==> config.mk <==
export PLATFORM = sky130hd
export DESIGN_NAME = crc_framed_packet_sender_retry_top
export DESIGN_NICKNAME = d
export VERILOG_FILES = /design/src/rtl/core/crcfps_pkg.sv /design/src/rtl/core/crcfps_cfg_regs.sv /design/src/rtl/core/crcfps_store.sv /design/src/rtl/core/crcfps_seq.sv /design/src/rtl/core/crc_framed_packet_sender_retry_top.sv
export SDC_FILE = /design/constraint.sdc
export NUM_CORES = 1
export LEC_CHECK = 0
export ABC_AREA = 1
export BUFFER_PORTS_ARGS = -buffer_cell sky130_fd_sc_hd__buf_2
export CAP_MARGIN = 40
export CORE_MARGIN = 3
export CORE_UTILIZATION = 35
export DETAILED_ROUTE_END_ITERATION = 7
export HOLD_SLACK_MARGIN = 0.02
export PLACE_DENSITY = 0.51
export SYNTH_ARGS = -nofsm -noshare
export SYNTH_HDL_FRONTEND = slang
export SYNTH_SLANG_ARGS = --single-unit
==> constraint.sdc <==
create_clock -name clk -period 3.1 [get_ports clk]
set_clock_uncertainty 0.1 [all_clocks]
set_input_delay 0.155 -clock clk [delete_from_list [all_inputs] [get_ports clk]]
set_output_delay 0.155 -clock clk [all_outputs]
set_load 0.005 [all_outputs]
==> src/rtl/core/crcfps_pkg.sv <==
// Shared types, constants and the CRC step function for the framed packet sender.
// Used by crcfps_cfg_regs, crcfps_seq and the top level; depends on nothing.
`default_nettype none

package crcfps_pkg;

  localparam int PACKET_BYTES_DEF = 32;

  localparam logic [15:0] CRC_POLY    = 16'h1021;
  localparam logic [15:0] CRC_INIT    = 16'hFFFF;
  localparam logic [15:0] CRC_MSB     = 16'h8000;
  localparam logic [7:0]  FRAME_START = 8'h3A;

  localparam logic [15:0] BASE_ADDRESS_RST  = 16'h0000;
  localparam logic [3:0]  ATTEMPT_LIMIT_RST = 4'd5;
  localparam logic [7:0]  GOOD_ACK_RST      = 8'hF2;

  localparam int CFG_ADDR_W = 4;

  localparam logic [1:0] REG_BASE_ADDRESS  = 2'd0;
  localparam logic [1:0] REG_ATTEMPT_LIMIT = 2'd1;
  localparam logic [1:0] REG_GOOD_ACK_CODE = 2'd2;

  localparam logic       KIND_WIRE   = 1'b0;
  localparam logic       KIND_STATUS = 1'b1;

  localparam logic [1:0] STATUS_DELIVERED = 2'd0;
  localparam logic [1:0] STATUS_FAILED    = 2'd1;
  localparam logic [1:0] STATUS_SKIPPED   = 2'd2;

  typedef struct packed {
    logic [15:0] base_address;
    logic [3:0]  attempt_limit;
    logic [7:0]  good_ack_code;
  } cfg_t;

  function automatic logic [15:0] crc_byte(input logic [15:0] c_in, input logic [7:0] b);
    logic [15:0] c;
    c = c_in ^ {b, 8'h00};
    for (int k = 0; k < 8; k++) begin
      if ((c & CRC_MSB) != 16'h0000) begin
        c = {c[14:0], 1'b0} ^ CRC_POLY;
      end else begin
        c = {c[14:0], 1'b0};
      end
    end
    return c;
  endfunction

endpackage

`default_nettype wire

==> src/rtl/core/crcfps_cfg_regs.sv <==
// Configuration register file behind an APB-style port.
// Depends on crcfps_pkg for the register map, reset values and cfg_t.
`default_nettype none

module crcfps_cfg_regs (
  input  wire logic                                clk,
  input  wire logic                                rst,
  input  wire logic                                psel,
  input  wire logic                                penable,
  input  wire logic                                pwrite,
  input  wire logic [crcfps_pkg::CFG_ADDR_W-1:0]   paddr,
  input  wire logic [31:0]                         pwdata,
  output logic [31:0]                              prdata,
  output logic                                     pready,
  output crcfps_pkg::cfg_t                         cfg
);

  logic       wr;
  logic [1:0] reg_sel;

  assign pready  = 1'b1;
  assign reg_sel = paddr[3:2];
  assign wr      = psel && penable && pwrite && pready;

  always_ff @(posedge clk) begin
    if (rst) begin
      cfg.base_address  <= crcfps_pkg::BASE_ADDRESS_RST;
      cfg.attempt_limit <= crcfps_pkg::ATTEMPT_LIMIT_RST;
      cfg.good_ack_code <= crcfps_pkg::GOOD_ACK_RST;
    end else if (wr) begin
      case (reg_sel)
        crcfps_pkg::REG_BASE_ADDRESS:  cfg.base_address  <= pwdata[15:0];
        crcfps_pkg::REG_ATTEMPT_LIMIT: cfg.attempt_limit <= pwdata[3:0];
        crcfps_pkg::REG_GOOD_ACK_CODE: cfg.good_ack_code <= pwdata[7:0];
        default: ;
      endcase
    end
  end

  always_comb begin
    case (reg_sel)
      crcfps_pkg::REG_BASE_ADDRESS:  prdata = {16'h0000, cfg.base_address};
      crcfps_pkg::REG_ATTEMPT_LIMIT: prdata = {28'h0000000, cfg.attempt_limit};
      crcfps_pkg::REG_GOOD_ACK_CODE: prdata = {24'h000000, cfg.good_ack_code};
      default:                       prdata = 32'h00000000;
    endcase
  end

endmodule

`default_nettype wire

==> src/rtl/core/crcfps_store.sv <==
// Packet byte store: one write port and one read port with registered read data.
// Stand-alone; depends on nothing.
`default_nettype none

module crcfps_store #(
  parameter int DEPTH = 32,
  parameter int AW    = 5
) (
  input  wire logic          clk,
  input  wire logic          wr_en,
  input  wire logic [AW-1:0] wr_addr,
  input  wire logic [7:0]    wr_data,
  input  wire logic          rd_en,
  input  wire logic [AW-1:0] rd_addr,
  output logic [7:0]         rd_data
);

  logic [7:0] mem [DEPTH];

  always_ff @(posedge clk) begin
    if (wr_en) begin
      mem[wr_addr] <= wr_data;
    end
  end

  always_ff @(posedge clk) begin
    if (rd_en) begin
      rd_data <= mem[rd_addr];
    end
  end

endmodule

`default_nettype wire

==> src/rtl/core/crcfps_seq.sv <==
// Load, framing and retry sequencer with the result register.
// Depends on crcfps_pkg; drives the packet store and reads back its data.
`default_nettype none

module crcfps_seq #(
  parameter int PACKET_BYTES = crcfps_pkg::PACKET_BYTES_DEF,
  parameter int AW = (PACKET_BYTES > 1) ? $clog2(PACKET_BYTES) : 1
) (
  input  wire logic             clk,
  input  wire logic             rst,
  input  wire crcfps_pkg::cfg_t cfg,
  input  wire logic             in_valid,
  output logic                  in_ready,
  input  wire logic             action,
  input  wire logic [7:0]       data_byte,
  input  wire logic [10:0]      packet_index,
  input  wire logic             last_byte,
  output logic                  out_valid,
  input  wire logic             out_ready,
  output logic                  item_kind,
  output logic [7:0]            wire_byte,
  output logic [1:0]            status_code,
  output logic [7:0]            ack_seen,
  output logic                  run_last,
  output logic                  wr_en,
  output logic [AW-1:0]         wr_addr,
  output logic [7:0]            wr_data,
  output logic                  rd_en,
  output logic [AW-1:0]         rd_addr,
  input  wire logic [7:0]       rd_data
);

  localparam int PW = $clog2(PACKET_BYTES + 5);
  localparam logic [PW-1:0] POS_DATA0  = PW'(3);
  localparam logic [PW-1:0] POS_CRC_HI = PW'(PACKET_BYTES + 3);
  localparam logic [PW-1:0] POS_CRC_LO = PW'(PACKET_BYTES + 4);
  localparam logic [AW-1:0] LOAD_LAST  = AW'(PACKET_BYTES - 1);

  typedef enum logic [2:0] {
    S_IDLE  = 3'b001,
    S_FETCH = 3'b010,
    S_EMIT  = 3'b100
  } state_t;

  state_t        state;
  logic [PW-1:0] pos;
  logic [AW-1:0] load_count;
  logic          nonzero_seen;
  logic [15:0]   frame_address;
  logic [15:0]   frame_crc;
  logic [3:0]    attempts_left;
  logic          in_flight;

  logic          slot_free;
  logic          acc;
  logic          nz;
  logic          good;
  logic [15:0]   addr_calc;
  logic [PW-1:0] data_off;
  logic [7:0]    emit_byte;
  logic          emit_go;
  logic          out_load;

  assign slot_free = !out_valid || out_ready;
  assign in_ready  = (state == S_IDLE) && slot_free;
  assign acc       = in_valid && in_ready;
  assign nz        = nonzero_seen || (data_byte != 8'h00);
  assign good      = data_byte == cfg.good_ack_code;
  assign addr_calc = cfg.base_address + 16'(32'(packet_index) * PACKET_BYTES);
  assign data_off  = pos - POS_DATA0;
  assign emit_go   = (state == S_EMIT) && slot_free;
  assign out_load  = (acc && action && in_flight && (good || attempts_left == 4'd0)) ||
                     (wr_en && last_byte && !nz) || emit_go;

  assign wr_en   = acc && !action && !in_flight;
  assign wr_addr = load_count;
  assign wr_data = data_byte;
  assign rd_en   = state == S_FETCH;
  assign rd_addr = data_off[AW-1:0];

  always_comb begin
    if (pos == PW'(0)) begin
      emit_byte = crcfps_pkg::FRAME_START;
    end else if (pos == PW'(1)) begin
      emit_byte = frame_address[15:8];
    end else if (pos == PW'(2)) begin
      emit_byte = frame_address[7:0];
    end else if (pos < POS_CRC_HI) begin
      emit_byte = rd_data;
    end else if (pos == POS_CRC_HI) begin
      emit_byte = frame_crc[15:8];
    end else begin
      emit_byte = frame_crc[7:0];
    end
  end

  always_ff @(posedge clk) begin
    if (rst) begin
      state         <= S_IDLE;
      pos           <= '0;
      load_count    <= '0;
      nonzero_seen  <= 1'b0;
      frame_address <= 16'h0000;
      frame_crc     <= crcfps_pkg::CRC_INIT;
      attempts_left <= 4'd0;
      in_flight     <= 1'b0;
      out_valid     <= 1'b0;
    end else begin
      out_valid <= out_load || (out_valid && !out_ready);
      if (acc && action && in_flight) begin
        if (good) begin
          in_flight   <= 1'b0;
          item_kind   <= crcfps_pkg::KIND_STATUS;
          wire_byte   <= 8'h00;
          status_code <= crcfps_pkg::STATUS_DELIVERED;
          ack_seen    <= data_byte;
          run_last    <= 1'b1;
        end else if (attempts_left != 4'd0) begin
          attempts_left <= attempts_left - 4'd1;
          state         <= S_FETCH;
          pos           <= '0;
          frame_crc     <= crcfps_pkg::CRC_INIT;
        end else begin
          in_flight   <= 1'b0;
          item_kind   <= crcfps_pkg::KIND_STATUS;
          wire_byte   <= 8'h00;
          status_code <= crcfps_pkg::STATUS_FAILED;
          ack_seen    <= data_byte;
          run_last    <= 1'b1;
        end
      end
      if (wr_en) begin
        if (!last_byte) begin
          load_count   <= (load_count == LOAD_LAST) ? '0 : load_count + AW'(1);
          nonzero_seen <= nz;
        end else begin
          load_count    <= '0;
          frame_address <= addr_calc;
          if (!nz) begin
            item_kind   <= crcfps_pkg::KIND_STATUS;
            wire_byte   <= 8'h00;
            status_code <= crcfps_pkg::STATUS_SKIPPED;
            ack_seen    <= 8'h00;
            run_last    <= 1'b1;
          end else begin
            nonzero_seen  <= 1'b0;
            attempts_left <= (cfg.attempt_limit == 4'd0) ? 4'd0 : cfg.attempt_limit - 4'd1;
            in_flight     <= 1'b1;
            state         <= S_FETCH;
            pos           <= '0;
            frame_crc     <= crcfps_pkg::CRC_INIT;
          end
        end
      end
      if (state == S_FETCH) begin
        state <= S_EMIT;
      end
      if (emit_go) begin
        item_kind   <= crcfps_pkg::KIND_WIRE;
        wire_byte   <= emit_byte;
        status_code <= crcfps_pkg::STATUS_DELIVERED;
        ack_seen    <= 8'h00;
        run_last    <= pos == POS_CRC_LO;
        if (pos != PW'(0) && pos < POS_CRC_HI) begin
          frame_crc <= crcfps_pkg::crc_byte(frame_crc, emit_byte);
        end
        if (pos == POS_CRC_LO) begin
          state <= S_IDLE;
        end else begin
          state <= S_FETCH;
          pos   <= pos + PW'(1);
        end
      end
    end
  end

  a_fetch_then_emit: assert property (@(posedge clk) disable iff (rst)
    state == S_FETCH |=> state == S_EMIT)
    else $error("fetch not followed by emit");

  a_flight_ends_with_status: assert property (@(posedge clk) disable iff (rst)
    $fell(in_flight) |-> out_valid && item_kind == crcfps_pkg::KIND_STATUS && run_last)
    else $error("packet left flight without a status");

  a_pos_in_range: assert property (@(posedge clk) disable iff (rst)
    state != S_IDLE |-> pos <= POS_CRC_LO)
    else $error("frame position out of range");

  a_frame_means_flight: assert property (@(posedge clk) disable iff (rst)
    state != S_IDLE |-> in_flight)
    else $error("frame emitted with no packet in flight");

endmodule

`default_nettype wire

==> src/rtl/core/crc_framed_packet_sender_retry_top.sv <==
// Top level of the stop-and-wait framed packet sender with CRC-16 and retry.
// Depends on crcfps_pkg, crcfps_cfg_regs, crcfps_store and crcfps_seq.
//
// Input beats carry either a packet data byte (action 0) or a received ack
// byte (action 1, 0 on a timeout). Data bytes are written to the packet store
// at one per cycle while in_ready is high and cause no output until the beat
// marked last_byte. That beat either yields one skipped status beat or starts a
// frame of PACKET_BYTES + 5 wire beats: start mark, address, data and CRC.
// An ack beat yields a status beat, a resent frame, or nothing when no packet
// is in flight. The final beat of each run has run_last set.
// Each wire beat passes through S_FETCH, a store read, and then S_EMIT, which
// loads the output register; S_EMIT waits while out_valid is high and
// out_ready is low. The CRC is computed one byte per beat as the frame goes out.
// Input beats are taken only while no frame is being emitted; a status beat
// appears in the cycle after its input beat.
// Results wait in the output register while out_ready is low and the
// sequencer holds. Reset is synchronous; it clears the control state and
// loads the register reset values, and the block is ready the next cycle.
`default_nettype none

module crc_framed_packet_sender_retry_top #(
  parameter int PACKET_BYTES = crcfps_pkg::PACKET_BYTES_DEF
) (
  input  wire logic                               clk,
  input  wire logic                               rst,
  input  wire logic                               psel,
  input  wire logic                               penable,
  input  wire logic                               pwrite,
  input  wire logic [crcfps_pkg::CFG_ADDR_W-1:0]  paddr,
  input  wire logic [31:0]                        pwdata,
  output logic [31:0]                             prdata,
  output logic                                    pready,
  input  wire logic                               in_valid,
  output logic                                    in_ready,
  input  wire logic                               action,
  input  wire logic [7:0]                         data_byte,
  input  wire logic [10:0]                        packet_index,
  input  wire logic                               last_byte,
  output logic                                    out_valid,
  input  wire logic                               out_ready,
  output logic                                    item_kind,
  output logic [7:0]                              wire_byte,
  output logic [1:0]                              status_code,
  output logic [7:0]                              ack_seen,
  output logic                                    run_last
);

  localparam int AW = (PACKET_BYTES > 1) ? $clog2(PACKET_BYTES) : 1;

  crcfps_pkg::cfg_t cfg;
  logic             wr_en;
  logic [AW-1:0]    wr_addr;
  logic [7:0]       wr_data;
  logic             rd_en;
  logic [AW-1:0]    rd_addr;
  logic [7:0]       rd_data;

  crcfps_cfg_regs u_cfg (
    .clk     (clk),
    .rst     (rst),
    .psel    (psel),
    .penable (penable),
    .pwrite  (pwrite),
    .paddr   (paddr),
    .pwdata  (pwdata),
    .prdata  (prdata),
    .pready  (pready),
    .cfg     (cfg)
  );

  crcfps_store #(
    .DEPTH (PACKET_BYTES),
    .AW    (AW)
  ) u_store (
    .clk     (clk),
    .wr_en   (wr_en),
    .wr_addr (wr_addr),
    .wr_data (wr_data),
    .rd_en   (rd_en),
    .rd_addr (rd_addr),
    .rd_data (rd_data)
  );

  crcfps_seq #(
    .PACKET_BYTES (PACKET_BYTES),
    .AW           (AW)
  ) u_seq (
    .clk          (clk),
    .rst          (rst),
    .cfg          (cfg),
    .in_valid     (in_valid),
    .in_ready     (in_ready),
    .action       (action),
    .data_byte    (data_byte),
    .packet_index (packet_index),
    .last_byte    (last_byte),
    .out_valid    (out_valid),
    .out_ready    (out_ready),
    .item_kind    (item_kind),
    .wire_byte    (wire_byte),
    .status_code  (status_code),
    .ack_seen     (ack_seen),
    .run_last     (run_last),
    .wr_en        (wr_en),
    .wr_addr      (wr_addr),
    .wr_data      (wr_data),
    .rd_en        (rd_en),
    .rd_addr      (rd_addr),
    .rd_data      (rd_data)
  );

endmodule

`default_nettype wire
==> results of run 1 <==
metal layers:
| layer | part of all wire | wire [um] | global-route usage | vias up |
|---|---|---|---|---|
| met5 | 0 | 0 | 0 | - |
| met4 | 0.026 | 1149 | 0.05738 | 0 |
| met3 | 0.043 | 1890 | 0.02405 | 69 |
| met2 | 0.48 | 20940 | 0.2893 | 278 |
| met1 | 0.45 | 19660 | 0.2319 | 5707 |
| li1 | - | - | - | 5839 |
Yosys cell counts, types with 6 or more instances:
master,n
sky130_fd_sc_hd__a21oi_1,70
sky130_fd_sc_hd__a31oi_1,11
sky130_fd_sc_hd__buf_1,7
sky130_fd_sc_hd__buf_2,13
sky130_fd_sc_hd__buf_4,20
sky130_fd_sc_hd__clkbuf_1,40
sky130_fd_sc_hd__dfxtp_1,81
sky130_fd_sc_hd__edfxtp_1,284
sky130_fd_sc_hd__ha_1,20
sky130_fd_sc_hd__inv_1,122
sky130_fd_sc_hd__inv_2,13
sky130_fd_sc_hd__mux2i_1,25
sky130_fd_sc_hd__nand2_1,173
sky130_fd_sc_hd__nand2_2,22
sky130_fd_sc_hd__nand3_1,62
sky130_fd_sc_hd__nand3_2,6
sky130_fd_sc_hd__nand4_1,13
sky130_fd_sc_hd__nor2_1,250
sky130_fd_sc_hd__o211ai_1,32
sky130_fd_sc_hd__o21ai_0,145
sky130_fd_sc_hd__o21ai_1,7
sky130_fd_sc_hd__o221ai_1,29
sky130_fd_sc_hd__o22ai_1,8
sky130_fd_sc_hd__o32ai_1,39
sky130_fd_sc_hd__or2_2,6
cells in the final DEF (no fill, tap or decap), drive strengths merged, types with 2 or more instances in the layout:
master and instances:
xor2 4, o221ai 29, nand4 13, bufinv 4, mux2i 25, edfxtp 284
nand2 200, a21oi 73, a211oi 4, o31ai 3, o32ai 39, dfxtp 81
ha 20, buf 143, nor2 258, a22o 5, conb 17, inv 135
clkbuf 51, o2111ai 2, or2 6, a31oi 11, nor3 7, o21bai 2
dlygate4sd3 39, nand3 68, o21ai 153, o211ai 34, clkinv 23, o22ai 8
worst max-delay path: cells and delay by family:
kind                   cells  cell delay (ns)
buffers and inverters      6             2.00
AOI/OAI and AO/OA          1             0.08
and+or+nand+nor            5             0.97
registers in the layout (all words and copies together), names as in the netlist, 3 cells and up:
name / count
u_seq.frame_address: 16
u_cfg.cfg: 28
u_store.mem: 256
u_seq.pos: 6
u_seq.wr_addr: 5
u_seq.state: 3
u_seq.ack_seen: 8
u_seq.frame_crc: 16
u_seq.wire_byte: 8
u_seq.attempts_left: 4
u_store.rd_data: 8
timing repair:
action / 4_1_cts / 5_1_grt
endpoints found under the setup margin: 0 / 1
endpoints found under the hold margin: 103 / 0
gates resized for setup: 0 / 1
hold buffers: 39 / 0
power groups by stage:
stage	clock, mW	combinational (mW)	sequential, mW
after global placement	0	0.401	5.46
after detailed placement	0	0.406	5.46
final	4.88	0.441	5.36
after CTS	5.03	0.444	5.36
after floorplan	0	0.210	5.46
after global routing	5.22	0.491	5.36
path summary, 6_finish.rpt:
check,start,end,slack [ns]
min reg2reg,u_seq.nonzero_seen$_SDFFE_PP0P_,u_seq.nonzero_seen$_SDFFE_PP0P_,0.35
min,data_byte[2],u_seq.ack_seen[2]$_SDFFCE_PP0N_,0.04
max,data_byte[4],u_seq.out_valid$_SDFF_PP0_,0.23
max reg2reg,u_seq.state[0]$_SDFF_PP1_,u_seq.out_valid$_SDFF_PP0_,0.26
through the flow:
stage | std cells | worst slack (ns) | area (um2) | power, mW | utilization
final | 2349 | 0.2279 | 19460 | 10.68 | 0.4252
after CTS | 2349 | 0.2112 | 19460 | 10.83 | 0.4251
after detailed placement | 2236 | 0.4683 | 17700 | 5.869 | 0.3867
after global placement | 2236 | 0.5049 | 17700 | 5.862 | 0.3867
after global routing | 2349 | 0.02663 | 19460 | 11.08 | 0.4252
after floorplan | 1574 | 0.4664 | 16430 | 5.666 | -
logic make-up (layout without fill, tap and decap cells):
family,Yosys count,in the layout,synth area share
AOI/OAI and AO/OA,367,367,0.1397
xor gates and xnor gates,5,5,0.002674
adders and majority gates,21,21,0.01650
buffers and inverters,220,395,0.05714
DFF,365,365,0.6197
muxes,25,25,0.01528
other,2,17,0.0004585
and+or+nand+nor,554,554,0.1485
layout make-up:
class	instances	area share
flip-flops and latches	365	0.5218
multi-input cells	989	0.2755
repair buffers	183	0.06700
clock buffers	50	0.05722
well taps	600	0.03858
inverters	138	0.02688
clock inverters	24	0.01305
==> impl_results.rst, run 1 <==
.. list-table::
   :header-rows: 1

   * - Metric
     - Value
   * - Fraction of final layout cells with drive strength greater than 1
     - 0.1607
   * - Clock root buffer
     - sky130_fd_sc_hd__clkbuf_16
   * - Achievable frequency
     - 348.2 MHz
   * - Count of TritonRoute iterations in the first routing pass
     - 5
   * - RSZ-0062 raised after global routing
     - false
   * - Async S/R FF share, synth
     - 0
   * - First-pass GRT wire length
     - 66.61 mm
   * - Number of enable-type register cells in the synthesized netlist
     - 284
   * - Clock edge transition at the registers on the reported setup and hold paths
     - 0.06 ns
   * - Cell Int Power
     - 8.384 mW
   * - Type of origin of the critical path
     - primary input
   * - Maximum number of pins on one net before global-route repair
     - 129
   * - Total of warnings raised by yosys
     - 0
   * - Post-synth cell types
     - 53
   * - Worst Hold Class
     - in -> reg
   * - Data required time of the worst path
     - 3.44 ns
   * - Sequential standard cell area
     - 10150 um2
   * - Worst Setup Path Type
     - in -> reg
   * - Post-route ant nets
     - 0
   * - Proportion of power drawn by combinational gates
     - 0.041
   * - Share of synthesized area occupied by flip-flops and latches
     - 0.6197
   * - Sinks on the clock net
     - 365
   * - Syn Std Cell Area
     - 16380 um2
   * - Number of antenna violations at the first check in global routing
     - 0
   * - Remaining Overflow, GRT
     - 0
   * - Max FO, Critical Path
     - 18
   * - Final period utilization
     - 0.9265
   * - TritonCTS clock tree
     - built
   * - Area growth from synthesis to layout
     - 18.82%
   * - Core region area
     - 45770 um2
   * - Portion of total power attributed to sequential cells
     - 0.502
   * - Via-per-instance ratio
     - 5.063
   * - Most area-consuming cells after synthesis
     - sky130_fd_sc_hd__edfxtp_1, sky130_fd_sc_hd__dfxtp_1, sky130_fd_sc_hd__nor2_1
   * - Number of cells on the worst hold path
     - 3
   * - Chip Width
     - 222.3 um
   * - Arrival time at the worst endpoint
     - 3.21 ns
   * - Delay of the slowest critical-path stage
     - 0.56 ns
   * - CTS H-tree lvls
     - 2
   * - Relative contribution of the clock network to total power
     - 0.457
   * - Cell at the slowest stage of the critical path
     - sky130_fd_sc_hd__dlygate4sd3_1
   * - Setup violation total in the final timing report
     - 0
   * - Die area
     - 49430 um2
   * - Count of state elements after synthesis
     - 365
   * - Net load switching power
     - 2.299 mW
   * - Starting DRC count in detailed routing
     - 839
   * - Post-CTS Setup Repair Bufs
     - 0
   * - Switch share
     - 0.2152
   * - Max Root-Sink Buffers
     - 3
   * - Final Max Tran Viols
     - 0
   * - Final layout net count
     - 1802
   * - Number of cells traversed by the worst register-to-register path
     - 11
   * - WL per Instance
     - 18.58 um
   * - FP Rows
     - 78
   * - Via count of the first global-routing pass
     - 11.56k
   * - Outcome
     - complete, no violations
   * - Standby leakage power
     - 7.277 nW
   * - Setup TNS
     - 0 ns
   * - Final hold violation count
     - 0
   * - TritonCTS Buffers
     - 40
   * - Transition time of the tightest slew-check pin
     - 0.7962 ns
   * - Relative slew slack
     - 0.4686
   * - Commonest register cell after synthesis
     - sky130_fd_sc_hd__edfxtp_1
   * - Half-perimeter wire length after placement
     - 28.88 mm
   * - Crit. End Element
     - flip-flop
   * - Drc violations
     - 0
   * - Area share of the largest cell type after synthesis
     - 0.5207
   * - Max_cap viols
     - 0
   * - I/O pins
     - 119
   * - # port buffers
     - 83
   * - Power Density
     - 549.0 nW/um2
   * - Total Routing Usage GR
     - 0.1728
   * - Synthesized netlist cell count
     - 1559
   * - Post-Syn Area per Cell
     - 10.51 um2
   * - Routability congestion estimate
     - 0.8215
   * - Total Routed Length
     - 43.65 mm
   * - Worst hold-check slack
     - 0.03985 ns
   * - Clock period minus worst slack
     - 2.872 ns
   * - Antenna Cells
     - 0
   * - Cell accounting for the most synthesized area
     - sky130_fd_sc_hd__edfxtp_1
   * - Total number of vias
     - 11.89k
   * - Multi-input logic area
     - 5361 um2
   * - Cells along the critical path
     - dlygate4sd3_1, buf_2, inv_1, nand4_1, nor3_1, inv_1, nor2_4, nor2_1, nand2_1, inv_2, a21oi_1, dlygate4sd3_1
   * - Largest voltage drop on the vdd net
     - 0.4290 mV
   * - Initial core utilization
     - 0.3578
   * - Clock latency on the worst-skew pair
     - 0.56 ns
   * - Layout filler cell count
     - 4338
   * - Height of the die
     - 222.3 um
(Power assumes the default switching activity.)
==> run 2, diff against run 1 <==
--- a/config.mk
+++ b/config.mk
@@ -9,10 +9,10 @@
 export BUFFER_PORTS_ARGS = -buffer_cell sky130_fd_sc_hd__buf_2
 export CAP_MARGIN = 40
 export CORE_MARGIN = 3
-export CORE_UTILIZATION = 35
+export CORE_UTILIZATION = 40
 export DETAILED_ROUTE_END_ITERATION = 7
 export HOLD_SLACK_MARGIN = 0.02
-export PLACE_DENSITY = 0.51
+export PLACE_DENSITY = 0.57
 export SYNTH_ARGS = -nofsm -noshare
 export SYNTH_HDL_FRONTEND = slang
 export SYNTH_SLANG_ARGS = --single-unit
==> impl_results.rst, run 2 (synthesis results as in run 1) <==
.. list-table::
   :header-rows: 1

   * - Metric
     - Value
   * - Outcome
     - complete, no violations
   * - Total Routing Usage GR
     - 0.1865 (+0.01362)
   * - PnR worst setup slack
     - 0.3680 ns (+0.1401 ns)
   * - Max FFs per register
     - 256 (unchanged)
   * - Half-perimeter wire length after placement
     - 27.40 mm (-5.1%)
   * - Starting DRC count in detailed routing
     - 992 (+18%)
   * - Crit-path most repeated cell
     - sky130_fd_sc_hd__nand2_1
   * - Setup TNS
     - 0 ns (unchanged)
   * - Remaining Overflow, GRT
     - 0 (unchanged)
   * - Worst Hold Class
     - in -> reg
   * - Type of origin of the critical path
     - flip-flop
   * - FP Rows
     - 73 (-6.4%)
   * - Delay-heaviest family, CP
     - simple AND/OR/NAND/NOR gates
   * - Data required time of the worst path
     - 3.49 ns (+0.05 ns)
   * - # port buffers
     - 83 (unchanged)
   * - Total number of vias
     - 11.90k (+0.092%)
   * - Worst reg-to-reg setup slack
     - 0.37 ns (+0.11 ns)
   * - Final Max Tran Viols
     - 0 (unchanged)
   * - Cells along the critical path
     - nand2_1, nand2_1, nor2_4, nand2_2, nor3_4, nand2_4, nor2_4, nor2_1, nand2_1, inv_2, a21oi_1, dlygate4sd3_1
   * - Transition time of the tightest slew-check pin
     - 0.7626 ns (-0.03368 ns)
   * - Layout filler cell count
     - 3696 (-15%)
   * - Delay of the slowest critical-path stage
     - 0.55 ns (about the same)
   * - Registers with the most flip-flops
     - u_store.mem: 256 flops, u_cfg.cfg: 28 flops
   * - Clock root buffer
     - sky130_fd_sc_hd__clkbuf_16
   * - First-pass GRT wire length
     - 63.84 mm (-4.2%)
   * - Sequential standard cell area
     - 10150 um2 (unchanged)
   * - Number of cells traversed by the worst register-to-register path
     - 12 (+1)
   * - Relative slew slack
     - 0.4911 (+0.02248)
   * - Register containing the most flip-flops in the final layout
     - u_store.mem
   * - Worst setup path endpoint
     - u_seq.out_valid$_SDFF_PP0_
   * - Non-filler instance count after layout
     - 2268 (-3.4%)
   * - Power Density
     - 549.7 nW/um2 (+0.13%)
   * - WL per Instance
     - 18.20 um (-2.0%)
   * - TritonCTS clock tree
     - built
   * - CTS H-tree lvls
     - 2 (unchanged)
   * - DP Cell Count
     - 2159 (-3.4%)
   * - Worst Setup Path Type
     - reg -> reg
   * - Multi-input logic area
     - 5361 um2 (unchanged)
   * - Cell at the slowest stage of the critical path
     - sky130_fd_sc_hd__dlygate4sd3_1
   * - Max Root-Sink Buffers
     - 3 (unchanged)
   * - TritonCTS Buffers
     - 41 (+2.5%)
   * - Crit. End Element
     - flip-flop
   * - Most used cells in the layout excluding fill and tap cells
     - sky130_fd_sc_hd__edfxtp_1, sky130_fd_sc_hd__nor2_1, sky130_fd_sc_hd__nand2_1
   * - Initial core utilization
     - 0.4085 (+0.05064)
   * - Clock edge transition at the registers on the reported setup and hold paths
     - 0.06 ns (about the same)
   * - Standby leakage power
     - 7.211 nW (-0.91%)
   * - Power consumption
     - 10.59 mW (-0.90%)
   * - Final period utilization
     - 0.8813 (-0.04520)
   * - Final hold violation count
     - 0 (unchanged)
   * - Sinks on the clock net
     - 365 (unchanged)
   * - Max FO, Critical Path
     - 9 (-9)
   * - Area growth from synthesis to layout
     - 17.60%
   * - Count of TritonRoute iterations in the first routing pass
     - 7 (+2)
   * - Startpoint of the worst-slack reg-to-reg timing path
     - u_seq.out_valid$_SDFF_PP0_
   * - Clock latency on the worst-skew pair
     - 0.55 ns (about the same)
   * - Worst Setup Slack post-DPL
     - 0.5576 ns (+0.08926 ns)
   * - Core region area
     - 40100 um2 (-12%)
   * - Reg2Reg Capture Point
     - u_seq.out_valid$_SDFF_PP0_
   * - End-of-flow core utilization
     - 0.4804 (+0.05520)
   * - Stages on worst setup path
     - 12 (unchanged)
   * - Height of the die
     - 208.4 um (-6.3%)
   * - Via-per-instance ratio
     - 5.249 (+3.7%)
   * - Launch point of the worst path
     - u_seq.out_valid$_SDFF_PP0_
   * - Number of antenna violations at the first check in global routing
     - 0 (unchanged)
   * - I/O pins
     - 119 (unchanged)
   * - Post-CTS Setup Repair Bufs
     - 0 (unchanged)
   * - Drc violations
     - 0 (unchanged)
   * - Routability congestion estimate
     - 0.8371 (+1.9%)
   * - RSZ-0062 raised after global routing
     - false
   * - Setup violation total in the final timing report
     - 0 (unchanged)
   * - Achievable frequency
     - 366.0 MHz (+5.1%)
   * - Clock period minus worst slack
     - 2.732 ns (-0.1401 ns)
   * - Largest voltage drop on the vdd net
     - 0.4706 mV (+9.7%)
   * - Crit path buf inv count
     - 2 (-4)
   * - Maximum number of pins on one net before global-route repair
     - 74 (-43%)
   * - Chip Width
     - 208.4 um (-6.3%)
   * - Total Routed Length
     - 41.28 mm (-5.4%)
   * - Fraction of final layout cells with drive strength greater than 1
     - 0.1566 (-0.004037)
   * - Die area
     - 43410 um2 (-12%)
   * - Arrival time at the worst endpoint
     - 3.12 ns (-0.09 ns)
   * - Final layout net count
     - 1797 (-0.28%)
   * - Most common library cell in the layout ignoring fill and taps
     - sky130_fd_sc_hd__edfxtp_1
   * - Antenna Cells
     - 0 (unchanged)
   * - Post-route ant nets
     - 0 (unchanged)
   * - Via count of the first global-routing pass
     - 11.47k (-0.80%)
   * - Max_cap viols
     - 0 (unchanged)
## run 2: area by class of cell
type	count	area share
Clock buffer	55	0.06041
Multi-Input combinational cell	989	0.2784
Timing Repair Buffer	177	0.06405
Tap cell	525	0.03410
Clock inverter	19	0.008770
Sequential cell	365	0.5272
Inverter	138	0.02715
## run 2: timing repair
item | 4_1_cts | 5_1_grt
hold buffers | 35 | 0
endpoints found under the hold margin | 71 | 0
resized for setup | 0 | 0
## run 2: worst min path at each step
stage                 start                               to  depth (start not counted)
3_3_place_gp      pwdata[4]        u_cfg.cfg[4]$_SDFFE_PP1P_                          3
3_5_place_dp      pwdata[4]        u_cfg.cfg[4]$_SDFFE_PP1P_                          3
5_1_grt        data_byte[6]  u_seq.ack_seen[6]$_SDFFCE_PP0N_                          3
6_report       data_byte[6]  u_seq.ack_seen[6]$_SDFFCE_PP0N_                          3
2_1_floorplan  data_byte[0]      u_store.mem[0][0]$_DFFE_PP_                          0
4_1_cts              pwrite       u_cfg.cfg[17]$_SDFFE_PP0P_                          5
## run 2: per-stage QoR
| stage | instance area, um2 | hold slack [ns] |
|---|---|---|
| after global placement | 17580 | 0.3127 |
| after floorplan | 16430 | 0.1539 |
| after detailed placement | 17580 | 0.3075 |
| final | 19260 | 0.05574 |
| after global routing | 19260 | 0.05243 |
| after CTS | 19260 | 0.03630 |
## run 2: power breakdown
| group | leakage [nW] | internal (mW) | switching [mW] |
|---|---|---|---|
| combinational | 3.33 | 0.150 | 0.277 |
| sequential | 3.23 | 5.33 | 0.0320 |
| clock | 0.650 | 2.88 | 1.92 |
| total | 7.21 | 8.36 | 2.23 |
## run 2: routing by layer
metal  vias up  part of all wire  global-route usage
met4         0             0.029             0.06650
met3        74             0.051             0.03197
met1      5701              0.45              0.2503
li1       5822                 -                   -
met2       307              0.47              0.3062
met5         -                 0                   0
## run 2: worst reg2reg max path, stage by stage, from the launching register on
cell and delay, ns:
sky130_fd_sc_hd__dfxtp_1 0.31, sky130_fd_sc_hd__nand2_1 0.13, sky130_fd_sc_hd__nand2_1 0.15, sky130_fd_sc_hd__nor2_4 0.12, sky130_fd_sc_hd__nand2_2 0.08, sky130_fd_sc_hd__nor3_4 0.37, sky130_fd_sc_hd__nand2_4 0.14, sky130_fd_sc_hd__nor2_4 0.14
sky130_fd_sc_hd__nor2_1 0.13, sky130_fd_sc_hd__nand2_1 0.20, sky130_fd_sc_hd__inv_2 0.12, sky130_fd_sc_hd__a21oi_1 0.14, sky130_fd_sc_hd__dlygate4sd3_1 0.55
==> run 3, diff against run 2 <==
--- a/config.mk
+++ b/config.mk
@@ -5,12 +5,12 @@
 export SDC_FILE = /design/constraint.sdc
 export NUM_CORES = 1
 export LEC_CHECK = 0
-export ABC_AREA = 1
 export BUFFER_PORTS_ARGS = -buffer_cell sky130_fd_sc_hd__buf_2
 export CAP_MARGIN = 40
 export CORE_MARGIN = 3
 export CORE_UTILIZATION = 40
 export DETAILED_ROUTE_END_ITERATION = 7
+export GPL_ROUTABILITY_DRIVEN = 0
 export HOLD_SLACK_MARGIN = 0.02
 export PLACE_DENSITY = 0.57
 export SYNTH_ARGS = -nofsm -noshare
==> impl_results.rst, run 3 <==
.. list-table::
   :header-rows: 1

   * - Metric
     - Value
   * - Die area
     - 42560 um2 (-2.0%)
   * - Final hold violation count
     - 0 (unchanged)
   * - Clock period minus worst slack
     - 2.909 ns (+0.1775 ns)
   * - Share of synthesized area occupied by flip-flops and latches
     - 0.6324 (+0.01271)
   * - Clock latency on the worst-skew pair
     - 0.56 ns (about the same)
   * - Drc violations
     - 0 (unchanged)
   * - Worst hold start
     - pwrite
   * - Final layout net count
     - 1377 (-23%)
   * - Launch point of the worst path
     - u_cfg.cfg[17]$_SDFFE_PP0P_
   * - Multi-input logic area
     - 5540 um2 (+3.3%)
   * - Post-Syn Area per Cell
     - 14.47 um2 (+38%)
   * - Relative slew slack
     - 0.4309 (-0.06016)
   * - Setup violation total in the final timing report
     - 0 (unchanged)
   * - Worst Setup Path Type
     - reg -> reg
   * - Clock edge transition at the registers on the reported setup and hold paths
     - 0.07 ns (about the same)
   * - Starting DRC count in detailed routing
     - 793 (-20%)
   * - RSZ-0062 raised after global routing
     - false
   * - TritonCTS clock tree
     - built
   * - Largest voltage drop on the vdd net
     - 0.4582 mV (-2.6%)
   * - Data required time of the worst path
     - 3.51 ns (+0.02 ns)
   * - Async S/R FF share, synth
     - 0 (unchanged)
   * - Synthesized netlist cell count
     - 1109 (-29%)
   * - Final period utilization
     - 0.9385 (+0.05726)
   * - Count of state elements after synthesis
     - 365 (unchanged)
   * - Initial core utilization
     - 0.4105 (+0.002028)
   * - Most area-consuming cells after synthesis
     - sky130_fd_sc_hd__edfxtp_1, sky130_fd_sc_hd__mux4_2, sky130_fd_sc_hd__dfxtp_1
   * - Outcome
     - complete, no violations
   * - Crit path buf inv count
     - 2 (unchanged)
   * - Final Max Tran Viols
     - 0 (unchanged)
   * - Transition time of the tightest slew-check pin
     - 0.8475 ns (+0.08500 ns)
   * - Most common cell in the synthesized netlist
     - sky130_fd_sc_hd__edfxtp_1
   * - Total of warnings raised by yosys
     - 0 (unchanged)
   * - Total Routing Usage GR
     - 0.1783 (-0.008160)
   * - Maximum number of pins on one net before global-route repair
     - 55 (-26%)
   * - Layout filler cell count
     - 3393 (-8.2%)
   * - Type of origin of the critical path
     - flip-flop
   * - Max FO, Critical Path
     - 3 (-6)
   * - Cell accounting for the most synthesized area
     - sky130_fd_sc_hd__edfxtp_1
   * - Standby leakage power
     - 6.549 nW (-9.2%)
   * - Sinks on the clock net
     - 365 (unchanged)
   * - Remaining Overflow, GRT
     - 0 (unchanged)
   * - Clock root buffer
     - sky130_fd_sc_hd__clkbuf_16
   * - Power Density
     - 536.9 nW/um2 (-2.3%)
   * - Max FFs per register
     - 256 (unchanged)
   * - Number of enable-type register cells in the synthesized netlist
     - 284 (unchanged)
   * - Cell at the slowest stage of the critical path
     - sky130_fd_sc_hd__dlygate4sd3_1
   * - Max_cap viols
     - 0 (unchanged)
   * - Fraction of final layout cells with drive strength greater than 1
     - 0.2566 (+0.1000)
   * - Achievable frequency
     - 343.7 MHz (-6.1%)
   * - Cells along the critical path
     - ha_1, inv_1, fa_1, nor2b_2, o21ai_1, a21oi_1, o21ai_2, a21oi_2, o211a_1, o21ai_0, a311oi_1, dlygate4sd3_1
   * - Register containing the most flip-flops in the final layout
     - u_store.mem
   * - I/O pins
     - 119 (unchanged)
   * - Arrival time at the worst endpoint
     - 3.32 ns (+0.20 ns)
   * - Half-perimeter wire length after placement
     - 25.14 mm (-8.3%)
   * - # port buffers
     - 83 (unchanged)
   * - End-of-flow core utilization
     - 0.4875 (+0.007098)
   * - List of most frequent post-synthesis cells
     - sky130_fd_sc_hd__edfxtp_1, sky130_fd_sc_hd__nand2_1, sky130_fd_sc_hd__nor2_1
   * - Max Root-Sink Buffers
     - 3 (unchanged)
   * - Commonest register cell after synthesis
     - sky130_fd_sc_hd__edfxtp_1
   * - Height of the die
     - 206.3 um (-0.98%)
   * - Stages on worst setup path
     - 12 (unchanged)
   * - Post-synth cell types
     - 77 (+45%)
   * - First-pass GRT wire length
     - 57.39 mm (-10%)
   * - Chip Width
     - 206.3 um (-0.98%)
   * - Crit. End Element
     - flip-flop
   * - Delay-heaviest family, CP
     - compound AO/OA/AOI/OAI gates
   * - Sequential standard cell area
     - 10150 um2 (unchanged)
   * - FP Rows
     - 72 (-1.4%)
   * - Via-per-instance ratio
     - 5.310 (+1.2%)
   * - Worst Hold Class
     - in -> reg
   * - Post-route ant nets
     - 0 (unchanged)
   * - Total Routed Length
     - 37.51 mm (-9.1%)
   * - WL per Instance
     - 20.38 um (+12%)
   * - Post-CTS Setup Repair Bufs
     - 0 (unchanged)
   * - Number of cells traversed by the worst register-to-register path
     - 12 (unchanged)
   * - CTS H-tree lvls
     - 2 (unchanged)
   * - Core region area
     - 39100 um2 (-2.5%)
   * - Total number of vias
     - 9771 (-18%)
   * - TritonCTS Buffers
     - 40 (-2.4%)
   * - Delay of the slowest critical-path stage
     - 0.57 ns (+0.02 ns)
   * - Number of cells on the worst hold path
     - 5 (+2)
   * - Count of TritonRoute iterations in the first routing pass
     - 5 (-2)
   * - Most used cells in the layout excluding fill and tap cells
     - sky130_fd_sc_hd__edfxtp_1, sky130_fd_sc_hd__nand2_1, sky130_fd_sc_hd__nor2_1
   * - Via count of the first global-routing pass
     - 9634 (-16%)
   * - Registers with the most flip-flops
     - u_store.mem: 256 flops, u_cfg.cfg: 28 flops
   * - Area share of the largest cell type after synthesis
     - 0.5314 (+0.01068)
   * - Most common library cell in the layout ignoring fill and taps
     - sky130_fd_sc_hd__edfxtp_1
   * - Startpoint of the worst-slack reg-to-reg timing path
     - u_cfg.cfg[17]$_SDFFE_PP0P_
   * - Area growth from synthesis to layout
     - 18.75%
   * - Syn Std Cell Area
     - 16050 um2 (-2.0%)
   * - Number of antenna violations at the first check in global routing
     - 2 (+2)
   * - Setup TNS
     - 0 ns (unchanged)
## run 3: cell count changes after synthesis, sizes merged, moves of 28 or more
| cell | change |
|---|---|
| nor2 | -164 |
| nand2 | -90 |
| nand3 | -59 |
| o32ai | -38 |
| mux4 | +80 |
| o21ai | -120 |
| o211ai | -31 |
| inv | -114 |
| xnor2 | +28 |
## run 3: metal layers
metal	GRT usage	share of wire	vias to the layer above
met4	0.05552	0.022	2
met2	0.2830	0.47	246
met5	0	0.00035	-
met3	0.02630	0.046	54
met1	0.2555	0.46	4908
li1	-	-	4561
## run 3: report_power, final
group / switching, mW / total, mW / leakage, nW / internal (mW)
clock: 1.92 / 4.52 / 0.602 / 2.61
combinational: 0.225 / 0.370 / 2.72 / 0.145
sequential: 0.0267 / 5.34 / 3.23 / 5.31
total: 2.17 / 10.2 / 6.55 / 8.06
## run 3: worst paths after layout
path / end / slack (ns)
setup / recovery: u_seq.frame_address[15]$_SDFFE_PP0P_ / 0.19
hold / removal: u_cfg.cfg[18]$_SDFFE_PP0P_ / 0.05
setup reg to reg: u_seq.frame_address[15]$_SDFFE_PP0P_ / 0.19
hold reg to reg: u_seq.frame_address[3]$_SDFFE_PP0P_ / 0.36
## run 3: worst register-to-register path: stages, from the launching register on
cell,delay [ns]
sky130_fd_sc_hd__dfxtp_1,0.36
sky130_fd_sc_hd__ha_1,0.19
sky130_fd_sc_hd__inv_1,0.06
sky130_fd_sc_hd__fa_1,0.39
sky130_fd_sc_hd__nor2b_2,0.14
sky130_fd_sc_hd__o21ai_1,0.08
sky130_fd_sc_hd__a21oi_1,0.22
sky130_fd_sc_hd__o21ai_2,0.10
sky130_fd_sc_hd__a21oi_2,0.17
sky130_fd_sc_hd__o211a_1,0.16
sky130_fd_sc_hd__o21ai_0,0.08
sky130_fd_sc_hd__a311oi_1,0.25
sky130_fd_sc_hd__dlygate4sd3_1,0.57
## run 3: area by class of cell
class / count / share of cell area
Antenna cell: 1 / 0.0001313
Clock buffer: 52 / 0.05593
Clock inverter: 19 / 0.009257
Inverter: 22 / 0.004333
Multi-Input combinational cell: 667 / 0.2907
Sequential cell: 365 / 0.5328
Tap cell: 518 / 0.03401
Timing Repair Buffer: 196 / 0.07287
## run 3: logic make-up after synthesis
| family | share of synthesized area |
|---|---|
| other | 0.0004679 |
| multiplexers | 0.1379 |
| XOR/XNOR | 0.02963 |
| AND/OR/NAND/NOR | 0.09784 |
| adder cells (fa/ha/maj) | 0.01684 |
| AO/OA/AOI/OAI | 0.05699 |
| buffers and inverters | 0.02791 |
| flip-flops | 0.6324 |
## run 3: through the flow
stage	hold slack (ns)	setup slack [ns]	power, mW	instances	cell area [um2]
floorplan	0.1539	0.01978	5.602	1124	16120
global placement	0.2873	0.2714	5.773	1732	17450
detailed placement	0.2898	0.2380	5.780	1733	17450
CTS	0.02464	0.09159	10.36	1839	19050
global route	0.08614	0.01662	10.60	1840	19060
finish	0.04600	0.1905	10.23	1840	19060
## run 3: repair_timing
| action | in CTS | in global routing |
|---|---|---|
| hold endpoints to repair | 71 | 0 |
| hold buffers | 35 | 0 |
| resized for setup | 0 | 3 |
| setup endpoints to repair | 0 | 1 |
